`src/hdl/axis_calibrate_and_percent_scale_unit_macros.svh`:
```
// assertion helpers shared by the rtl files
`ifndef AXIS_CALIBRATE_AND_PERCENT_SCALE_UNIT_MACROS_SVH
`define AXIS_CALIBRATE_AND_PERCENT_SCALE_UNIT_MACROS_SVH

`ifndef NO_ASSERTIONS
// checked only outside reset
`define ACPS_ASSERT(lbl, prop, msg) \
	lbl: assert property (@(posedge clk) disable iff (!arst_n) prop) else $error(msg);
// checked at every edge, reset included
`define ACPS_ASSERT_ALWAYS(lbl, prop, msg) \
	lbl: assert property (@(posedge clk) prop) else $error(msg);
`else
`define ACPS_ASSERT(lbl, prop, msg)
`define ACPS_ASSERT_ALWAYS(lbl, prop, msg)
`endif

`endif

```
`src/hdl/acps_pkg.sv`:
```
package acps_pkg;

	localparam int SAMPLE_BITS_DEF = 12;
	localparam int AXIS_COUNT_DEF = 2;

	// percent result and bit-serial quotient
	localparam int PCT_BITS = 7;
	localparam int DIV_STEPS = PCT_BITS;
	localparam logic [PCT_BITS-1:0] PCT_FULL = 7'd100;
	localparam logic [PCT_BITS-1:0] PCT_ZERO = 7'd0;

	// bound defaults, x and y alternate over further axes
	localparam logic [15:0] MIN_DEFAULT [4] = '{16'd820, 16'd739, 16'd820, 16'd739};
	localparam logic [15:0] MAX_DEFAULT [4] = '{16'd3101, 16'd3100, 16'd3101, 16'd3100};

	typedef enum logic [2:0] {
		ST_IDLE,
		ST_CAL,
		ST_SETUP,
		ST_MUL,
		ST_DIV,
		ST_DONE
	} state_t;

endpackage

```
`src/hdl/acps_div.sv`:
```
module acps_div #(
	parameter int SAMPLE_BITS = acps_pkg::SAMPLE_BITS_DEF
) (
	input  logic                                      clk,
	input  logic                                      arst_n,
	input  logic                                      start,
	input  logic [SAMPLE_BITS+acps_pkg::PCT_BITS-1:0] dividend,
	input  logic [SAMPLE_BITS-1:0]                    divisor,
	output logic                                      done,
	output logic [acps_pkg::PCT_BITS-1:0]             quotient
);

	localparam int PB = acps_pkg::PCT_BITS;
	localparam int CNT_W = $clog2(acps_pkg::DIV_STEPS + 1);

	logic [SAMPLE_BITS-1:0] rem_q;
	logic [SAMPLE_BITS-1:0] den_q;
	logic [PB-1:0]          num_q;
	logic [CNT_W-1:0]       cnt_q;
	logic                   busy_q;
	logic                   done_q;
	logic [SAMPLE_BITS:0]   trial;
	logic [SAMPLE_BITS:0]   diff;
	logic                   take;

	// restoring step: one quotient bit per cycle, shifted into the dividend register
	always_comb begin
		trial = {rem_q, num_q[PB-1]};
		diff  = trial - {1'b0, den_q};
		take  = (trial >= {1'b0, den_q});
	end

	always_ff @(posedge clk or negedge arst_n) begin
		if (!arst_n) begin
			busy_q <= 1'b0;
			done_q <= 1'b0;
			cnt_q  <= '0;
		end else begin
			done_q <= 1'b0;
			if (start) begin
				busy_q <= 1'b1;
				cnt_q  <= CNT_W'(acps_pkg::DIV_STEPS);
			end else if (busy_q) begin
				cnt_q <= cnt_q - 1'b1;
				if (cnt_q == CNT_W'(1)) begin
					busy_q <= 1'b0;
					done_q <= 1'b1;
				end
			end
		end
	end

	always_ff @(posedge clk) begin
		if (start) begin
			rem_q <= dividend[SAMPLE_BITS+PB-1:PB];
			num_q <= dividend[PB-1:0];
			den_q <= divisor;
		end else if (busy_q) begin
			rem_q <= take ? diff[SAMPLE_BITS-1:0] : trial[SAMPLE_BITS-1:0];
			num_q <= {num_q[PB-2:0], take};
		end
	end

	assign done     = done_q;
	assign quotient = num_q;

endmodule

```
`src/hdl/axis_calibrate_and_percent_scale_unit.sv`:
```
// joystick axis calibration and percent scaling
//
// input channel s_*: one converter sample per item, axis select in s_tuser.
// output channel m_*: one result item per input item, in input order.
// config channel cfg_*: the calibrating flag, always ready; write it only
// while no item is in flight. while set, a sample outside the stored bounds
// of its axis widens them before the position is computed.
//
// sequence: an accepted item passes the calibrate, setup and multiply states,
// then the 7 bit bit-serial divider (one quotient bit per cycle) unless the
// result saturates or the range is empty, then the result load. one item is
// in flight at a time: the next is accepted once the last result is loaded.
// stall: a finished item waits in the output register; the next item is
// accepted meanwhile and holds before its result load until m_tready frees
// the register.
// reset: bounds return to their defaults (x 820..3101, y 739..3100, cut to
// SAMPLE_BITS), calibrating clears, both channels go empty.
module axis_calibrate_and_percent_scale_unit #(
	parameter int SAMPLE_BITS = acps_pkg::SAMPLE_BITS_DEF,
	parameter int AXIS_COUNT  = acps_pkg::AXIS_COUNT_DEF
) (
	input  logic                                clk,
	input  logic                                arst_n,
	// configuration write
	input  logic                                cfg_valid,
	output logic                                cfg_ready,
	input  logic                                cfg_data,     // calibrating
	// sample input
	input  logic                                s_tvalid,
	output logic                                s_tready,
	input  logic [((SAMPLE_BITS+7)/8)*8-1:0]    s_tdata,      // sample
	input  logic                                s_tuser,      // axis
	// position output
	output logic                                m_tvalid,
	input  logic                                m_tready,
	output logic [7:0]                          m_tdata,      // percent, zero pad
	output logic [1:0]                          m_tuser       // range_empty, axis_out
);

`include "axis_calibrate_and_percent_scale_unit_macros.svh"

	localparam int PB = acps_pkg::PCT_BITS;
	localparam int IDX_W = (AXIS_COUNT > 1) ? $clog2(AXIS_COUNT) : 1;
	localparam int PROD_W = SAMPLE_BITS + PB;

	acps_pkg::state_t state_q, state_d;

	// per axis calibrated bounds
	logic [SAMPLE_BITS-1:0] min_q [AXIS_COUNT];
	logic [SAMPLE_BITS-1:0] max_q [AXIS_COUNT];
	logic                   calibrating_q;

	// item in flight
	logic [IDX_W-1:0]       idx_q;
	logic                   axis_bit_q;
	logic [SAMPLE_BITS-1:0] smp_q;
	logic [SAMPLE_BITS-1:0] lo_q;
	logic [SAMPLE_BITS-1:0] hi_q;
	logic [SAMPLE_BITS-1:0] dist_q;
	logic [SAMPLE_BITS-1:0] span_q;
	logic                   empty_q;
	logic                   below_q;
	logic                   above_q;
	logic [PB-1:0]          res_q;

	// output register
	logic                   m_tvalid_q;
	logic [PB-1:0]          pct_out_q;
	logic                   axis_out_q;
	logic                   empty_out_q;

	logic                   accept;
	logic                   out_free;
	logic                   special;
	logic                   div_start;
	logic                   div_done;
	logic                   out_load;
	logic [PB-1:0]          quotient;
	logic [IDX_W-1:0]       idx_in;
	logic [SAMPLE_BITS-1:0] cur_lo;
	logic [SAMPLE_BITS-1:0] cur_hi;
	logic [SAMPLE_BITS-1:0] new_lo;
	logic [SAMPLE_BITS-1:0] new_hi;
	logic [PROD_W-1:0]      dist_ext;
	logic [PROD_W-1:0]      prod;

	assign accept   = s_tvalid && s_tready;
	assign out_free = !m_tvalid_q || m_tready;
	assign special  = empty_q || below_q || above_q;

	// an axis index past the last axis falls back to the last one
	assign idx_in = (AXIS_COUNT > 1) ? IDX_W'(s_tuser) : '0;

	// widen bounds while calibrating
	always_comb begin
		cur_lo = min_q[idx_q];
		cur_hi = max_q[idx_q];
		new_lo = (calibrating_q && (smp_q < cur_lo)) ? smp_q : cur_lo;
		new_hi = (calibrating_q && (smp_q > cur_hi)) ? smp_q : cur_hi;
	end

	// times 100 as 64 + 32 + 4
	always_comb begin
		dist_ext = PROD_W'(dist_q);
		prod     = (dist_ext << 6) + (dist_ext << 5) + (dist_ext << 2);
	end

	// next state
	always_comb begin
		state_d = state_q;
		unique case (state_q)
			acps_pkg::ST_IDLE:  if (s_tvalid) state_d = acps_pkg::ST_CAL;
			acps_pkg::ST_CAL:   state_d = acps_pkg::ST_SETUP;
			acps_pkg::ST_SETUP: state_d = acps_pkg::ST_MUL;
			acps_pkg::ST_MUL:   state_d = special ? acps_pkg::ST_DONE : acps_pkg::ST_DIV;
			acps_pkg::ST_DIV:   if (div_done) state_d = acps_pkg::ST_DONE;
			acps_pkg::ST_DONE:  if (out_free) state_d = acps_pkg::ST_IDLE;
			default:            state_d = acps_pkg::ST_IDLE;
		endcase
	end

	// fsm outputs
	always_comb begin
		s_tready  = 1'b0;
		div_start = 1'b0;
		out_load  = 1'b0;
		unique case (state_q)
			acps_pkg::ST_IDLE: s_tready = 1'b1;
			acps_pkg::ST_MUL:  div_start = !special;
			acps_pkg::ST_DONE: out_load = out_free;
			default: ;
		endcase
	end

	always_ff @(posedge clk or negedge arst_n) begin
		if (!arst_n) begin
			state_q       <= acps_pkg::ST_IDLE;
			calibrating_q <= 1'b0;
			m_tvalid_q    <= 1'b0;
			for (int i = 0; i < AXIS_COUNT; i++) begin
				min_q[i] <= acps_pkg::MIN_DEFAULT[i][SAMPLE_BITS-1:0];
				max_q[i] <= acps_pkg::MAX_DEFAULT[i][SAMPLE_BITS-1:0];
			end
		end else begin
			state_q <= state_d;
			if (cfg_valid) begin
				calibrating_q <= cfg_data;
			end
			if (state_q == acps_pkg::ST_CAL) begin
				min_q[idx_q] <= new_lo;
				max_q[idx_q] <= new_hi;
			end
			if (out_load) begin
				m_tvalid_q <= 1'b1;
			end else if (m_tready) begin
				m_tvalid_q <= 1'b0;
			end
		end
	end

	// payload
	always_ff @(posedge clk) begin
		if (accept) begin
			idx_q      <= idx_in;
			axis_bit_q <= s_tuser;
			smp_q      <= s_tdata[SAMPLE_BITS-1:0];
		end
		if (state_q == acps_pkg::ST_CAL) begin
			lo_q <= new_lo;
			hi_q <= new_hi;
		end
		if (state_q == acps_pkg::ST_SETUP) begin
			empty_q <= (hi_q <= lo_q);
			below_q <= (smp_q <= lo_q);
			above_q <= (smp_q >= hi_q);
			dist_q  <= smp_q - lo_q;
			span_q  <= hi_q - lo_q;
		end
		if (state_q == acps_pkg::ST_MUL) begin
			res_q <= (above_q && !empty_q && !below_q) ? acps_pkg::PCT_FULL : acps_pkg::PCT_ZERO;
		end
		if ((state_q == acps_pkg::ST_DIV) && div_done) begin
			res_q <= quotient;
		end
		if (out_load) begin
			pct_out_q   <= res_q;
			axis_out_q  <= axis_bit_q;
			empty_out_q <= empty_q;
		end
	end

	acps_div #(
		.SAMPLE_BITS(SAMPLE_BITS)
	) u_div (
		.clk      (clk),
		.arst_n   (arst_n),
		.start    (div_start),
		.dividend (prod),
		.divisor  (span_q),
		.done     (div_done),
		.quotient (quotient)
	);

	assign cfg_ready = 1'b1;
	assign m_tvalid  = m_tvalid_q;
	assign m_tdata   = {{(8 - PB){1'b0}}, pct_out_q};
	assign m_tuser   = {empty_out_q, axis_out_q};

	`ACPS_ASSERT(a_pct_range, m_tvalid_q |-> (pct_out_q <= acps_pkg::PCT_FULL), "percent above 100")
	`ACPS_ASSERT(a_empty_zero, (m_tvalid_q && empty_out_q) |-> (pct_out_q == acps_pkg::PCT_ZERO), "empty range with nonzero percent")
	`ACPS_ASSERT(a_accept_cal, accept |=> (state_q == acps_pkg::ST_CAL), "accepted item did not enter calibration")
	`ACPS_ASSERT(a_div_owner, div_done |-> (state_q == acps_pkg::ST_DIV), "divider finished outside divide state")
	`ACPS_ASSERT_ALWAYS(a_load_free, out_load |-> out_free, "result loaded over a pending item")

endmodule
```
`config.mk`:
```
export PLATFORM = sky130hd
export DESIGN_NAME = axis_calibrate_and_percent_scale_unit
export DESIGN_NICKNAME = d
export VERILOG_FILES = /design/src/hdl/acps_pkg.sv /design/src/hdl/acps_div.sv /design/src/hdl/axis_calibrate_and_percent_scale_unit.sv
export VERILOG_INCLUDE_DIRS = /design/src /design/src/hdl
export SDC_FILE = /design/constraint.sdc
export NUM_CORES = 1
export LEC_CHECK = 0
export BUFFER_PORTS_ARGS = -buffer_cell sky130_fd_sc_hd__buf_2
export CORE_MARGIN = 10
export CORE_UTILIZATION = 45
export DETAILED_ROUTE_END_ITERATION = 12
export GPL_TIMING_DRIVEN = 1
export PLACE_DENSITY = 0.69
export SKIP_LAST_GASP = 1
export SLEW_MARGIN = 30
export SYNTH_ARGS = -nofsm -noshare
export SYNTH_HDL_FRONTEND = slang
export SYNTH_HIERARCHICAL = 1
export SYNTH_SLANG_ARGS = --single-unit
```
`constraint.sdc`:
```
create_clock -name clk -period 3.4 [get_ports clk]
set_input_delay 0.34 -clock clk [delete_from_list [all_inputs] [get_ports clk]]
set_output_delay 0.34 -clock clk [all_outputs]
set_load 0.005 [all_outputs]
```
* Yosys cells after proc, flatten, opt, wreduce, memory -nomap -nowiden *
Index checks and enable logic that the tools add are counted.

word-level totals
  input port bits = 23
  output and inout port bits = 13
  logic and storage cells = 107
  bits in registers = 169

operators by class
  muxes and demuxes = 38
  bitwise gates (word level) = 1
  $lt $le $gt $ge = 8
  reduce and logical (&&, ||, !) cells = 19
  equality and inequality tests = 9
  add/subtract/negate cells = 6

operator list
  cell                number
  $mux 12             12
  $bwmux 24           2
  $sub 12x12->12      3
  $mux 7              5
  $le 12x12->1        2
  $add 18x17->19      1
  $add 19x14->19      1
  $pmux 3 s6          1
  $mux 3              5
  $ge 13x12->1        1
  $demux 12 s1        1
  $ge 12x12->1        1
  $gt 12x12->1        1
  $lt 12x12->1        1
  $mux 1              12
  $logic_and 1x1->1   7
  $eq 3x1->1 const B  2
  $eq 3x2->1 const B  2
  $eq 3x3->1 const B  2
  $reduce_bool 2->1   3
  $logic_not 1->1     4
  $ne 2x2->1 const B  2
  $logic_not 3->1     1
  $logic_or 1x1->1    3
  6 further kinds     6

* Depth between registers and ports, before layout *
  depth after elaboration = 8
  mapped depth = 10
  depth with buffers taken out = 10

* Modules after synthesis *
The synthesis kept the hierarchy.

by module, submodules not included
  module                                 sequential area each (um2)  instances  cells each  area an instance (um2)
  axis_calibrate_and_percent_scale_unit  3,756.1                     1          668         8,072.7
  acps_div                               1,056.0                     1          197         2,150.8

* Worst setup path before layout *
Ideal clock, no wire load.

  path kind = register to register
  from = register dist_q[1]
  to = register u_div.rem_q[11], data pin
  library setup time = 271 ps
  path buffers = 0
  arrival time = 2,725 ps
  stages on the path, launching flop included = 11
  required time = 3,129 ps
  clock period less this slack = 2,996 ps
  setup slack = 404 ps
  cells stage by stage = edfxtp_1 -> fa_1 -> ha_1 -> fa_1 -> a21oi_1 -> o21ai_0 -> a2111oi_0 -> o31ai_1 -> a21o_1 -> nor2_1 -> a21oi_1

on the way
  cells in the longest elaborated chain, start to end = 3

ends and longest elaborated chain
  item                    RTL line                                      RTL
  from (decl)             axis_calibrate_and_percent_scale_unit.sv:59   logic [SAMPLE_BITS-1:0] dist_q;
  from (signal assigned)  axis_calibrate_and_percent_scale_unit.sv:176  dist_q <= smp_q - lo_q;
  $add 18x17->19          axis_calibrate_and_percent_scale_unit.sv:105  prod = (dist_ext << 6) + (dist_ext << 5) + (dist_ext << 2);
  $add 19x14->19 (*)      axis_calibrate_and_percent_scale_unit.sv:105
  via prod[18]            axis_calibrate_and_percent_scale_unit.sv:85   logic [PROD_W-1:0] prod;
  $mux 12 (*)             acps_div.sv:54                                if (start) begin
  to (signal assigned)    acps_div.sv:55                                rem_q <= dividend[SAMPLE_BITS+PB-1:PB];
  to (signal assigned)    acps_div.sv:59                                rem_q <= take ? diff[SAMPLE_BITS-1:0] : trial[SAMPLE_BITS-1:0];
  to (decl)               acps_div.sv:16                                logic [SAMPLE_BITS-1:0] rem_q;

Mark *: on every way through the listed nets, which the timed path passes. The rest lies on a longest branch.
A chain may end at the register's enable or synchronous reset.

* Worst setup path in the final report *
Same ends and word-level chain as after synthesis.

==> flow_metrics.tcl <==
set metrics [dict create \
    area_delta_synth_final_pct 10.1 \
    yosysUniqueCellTypes 79 \
    highest_layer "met4" \
    crit_path_start_kind "flop" \
    power.density_nw_per_um2 1060 \
    grt_max_degree 36 \
    rsz0062_at_grt "false" \
    cts-root-buf "clkbuf_16" \
    port_buffers 29 \
    antenna_cells 0 \
    synth-edff-count 111 \
    critPathRequiredTime_ns 3.56 \
    drt_iter0_drc 397 \
    report.final.slew_viol_count 0 \
    cts_sinks 169 \
    drt-total-wl_um 19800 \
    die_width_um 171 \
    wl_met1_um 9150 \
    endpoint_kind "flop" \
    cts_buffers 17 \
    gp_congestion 0.915 \
    yosysWarnings 6 \
    tns_ns 0 \
    viasPerCell 5.44 \
    async_reset_ff_share_pct 34.3 \
    postSynthAreaPerCell_um2 11.8 \
    synth_area_um2 10200 \
    wl_met3_um 595 \
    power.leakage_nw 4.74 \
    post_dp_cell_area_um2 10700 \
    hp-class "in2reg" \
    final_cell_mix "edfxtp_1 (111), ha_1 (90), inv_1 (70), mux2_2 (57), mux2i_1 (53)" \
    place_hpwl_um 15000 \
    finClkSkew_ns 0.0113 \
    power_mw 12.0 \
    setup_violations 0 \
    htreeDepth 4 \
    tritoncts "built" \
    fin_crit_sh_pct 91.8 \
    drc 0 \
    io_pins 36 \
    crit_chain "fa_1 -> ha_1 -> fa_2 -> a21oi_2 -> o21ai_0 -> a2111oi_1 -> buf_4 -> o31ai_1 -> a21o_1 -> nor2_1 -> a21oi_1" \
    clk_pin_slew_ns 0.07 \
    dieArea_um2 29100 \
    status "finished, final reports clean" \
    firstDrtPassIters 5 \
    clockBufferDepth 2 \
    final_common_cell "edfxtp_1" \
    antenna_left 0 \
    num-fill-cells 1993 \
    slowest_delay_ns 0.48 \
    grt_pass1_wl_um 33000 \
    fin_crit_ns 3.12 \
    arrival_ns 3.28 \
    slowest_stage "fa_1" \
    overflow 0 \
    ir_drop_mv 0.540 \
    postLayoutCellArea_um2 11300 \
    drive_gt1_share_pct 19.3 \
    core_um2 22500 \
    wire_per_inst_um 16.5 \
    clkLatencyLatePin_ns 0.43 \
    yosysSeqAreaShare_pct 47.1 \
    chipHeight_um 171 \
    start_util_pct 45.4 \
    yosysTopAreaCell "edfxtp_1" \
    postSynthCellCount 865 \
    synth_top_area_share_pct 32.6 \
    cap_viol_max_count 0 \
    antenna_found_initial 0 \
    path_class "reg2reg" \
    grt_pass1_vias 6622 \
    nNetsFinal 1025 \
    slew_headroom_pct 43.2 \
    grt_use_total_pct 14.1 \
    yosys-top-cells-area "edfxtp_1 (33%), ha_1 (11%), dfrtp_1 (8.8%), mux2_2 (6.3%), dfstp_2 (5.7%)" \
    fmax_ghz 0.321 \
    ys.flop_type "edfxtp_1" \
    hold_viol_final 0 \
    rows 55 \
    ys_ff_latch 169 \
    via_count 6518 \
    tightest_slew_ns 0.853 \
    wl_met2_um 9740 \
    cp_max_fo 3 \
]
==> metrics by stage <==
stage / utilization [%] / cells / worst slack [ns] / hold slack (ns)
finish: 50.0 / 1198 / 0.280 / 0.0783
global route: 50.0 / 1198 / 0.0489 / 0.0557
CTS: 50.0 / 1197 / 0.146 / 0.0625
detailed placement: 47.4 / 1164 / 0.149 / 0.405
global placement: 47.4 / 1164 / 0.196 / 0.403
floorplan: - / 867 / 0.404 / 0.0444
==> cell usage after synthesis (13+ instances only) <==
cell type	n
dfrtp_1	36
o21ai_0	26
clkbuf_1	13
a21oi_1	41
mux2i_1	53
ha_1	90
o21a_1	15
nor3_1	15
dfstp_2	22
nor2_1	43
xnor2_1	15
inv_1	70
edfxtp_1	111
nor2b_1	15
nand2_1	48
mux2_2	57
==> final cells by class <==
type                       instances  area, um2  share of cell area, %
multi-input combinational        598       4990                   44.3
sequential                       169       4810                   42.7
clock buffer                      17        425                   3.78
tap                              285        357                   3.17
timing repair buffer              44        273                   2.42
inverter                          70        263                   2.33
clock inverter                    15        136                   1.21
==> path summary, 6_finish.rpt <==
| check | start | end | slack, ns | cells past startpoint |
|---|---|---|---|---|
| worst max-delay path | dist_q[1] | u_div/rem_q[11] | 0.28 | 11 |
| worst min-delay path | s_tdata[3] | smp_q[3] | 0.08 | 1 |
| worst max register to register | dist_q[1] | u_div/rem_q[11] | 0.28 | 11 |
| worst min register to register | span_q[5] | u_div/den_q[5] | 0.42 | 0 |
| max in group asynchronous | arst_n | max_q[23] | 2.02 | 3 |
| min in group asynchronous | arst_n | min_q[15] | 0.50 | 2 |
==> flip-flops by register name (all words and copies together) (netlist names), 3 cells and up <==
register,count
max_q,24
u_div/rem_q,12
span_q,12
pct_out_q,7
u_div/den_q,12
state_q,3
u_div/cnt_q,3
res_q,7
lo_q,12
hi_q,12
min_q,24
smp_q,12
dist_q,12
u_div/quotient,7
==> worst max-delay path: cells and delay by family (launching register included) <==
family | cells | cell delay [ns]
compound gates | 6 | 1.05
fa+ha+maj | 3 | 1.09
buf+inv | 1 | 0.18
flops | 1 | 0.46
simple gates | 1 | 0.08
==> what timing repair did <==
action,CTS,global route
endpoints found under the hold margin,20,0
gates resized for setup,0,3
setup endpoints to repair,0,2
hold buffers,1,0
setup buffers,0,1
==> kinds of logic after synthesis <==
kind of cell	share of synthesized area [%]
AND/OR/NAND/NOR	9.69
flip-flops	47.1
AO/OA/AOI/OAI	11.3
multiplexers	11.9
adder cells (fa/ha/maj)	13.4
buffers and inverters	4.31
XOR/XNOR	2.31
other	0.0735
==> per-layer routing <==
| metal | global-route usage, % | up-vias |
|---|---|---|
| met2 | 24.1 | 103 |
| li1 | - | 3254 |
| met5 | 0 | - |
| met4 | 4.08 | 0 |
| met3 | 2.72 | 21 |
| met1 | 17.6 | 3140 |
==> power by group <==
group | internal (mW) | switching (mW)
combinational | 2.79 | 3.41
sequential | 3.43 | 0.499
clock | 0.965 | 0.859
No activity file was read; power rests on OpenSTA's default activity.
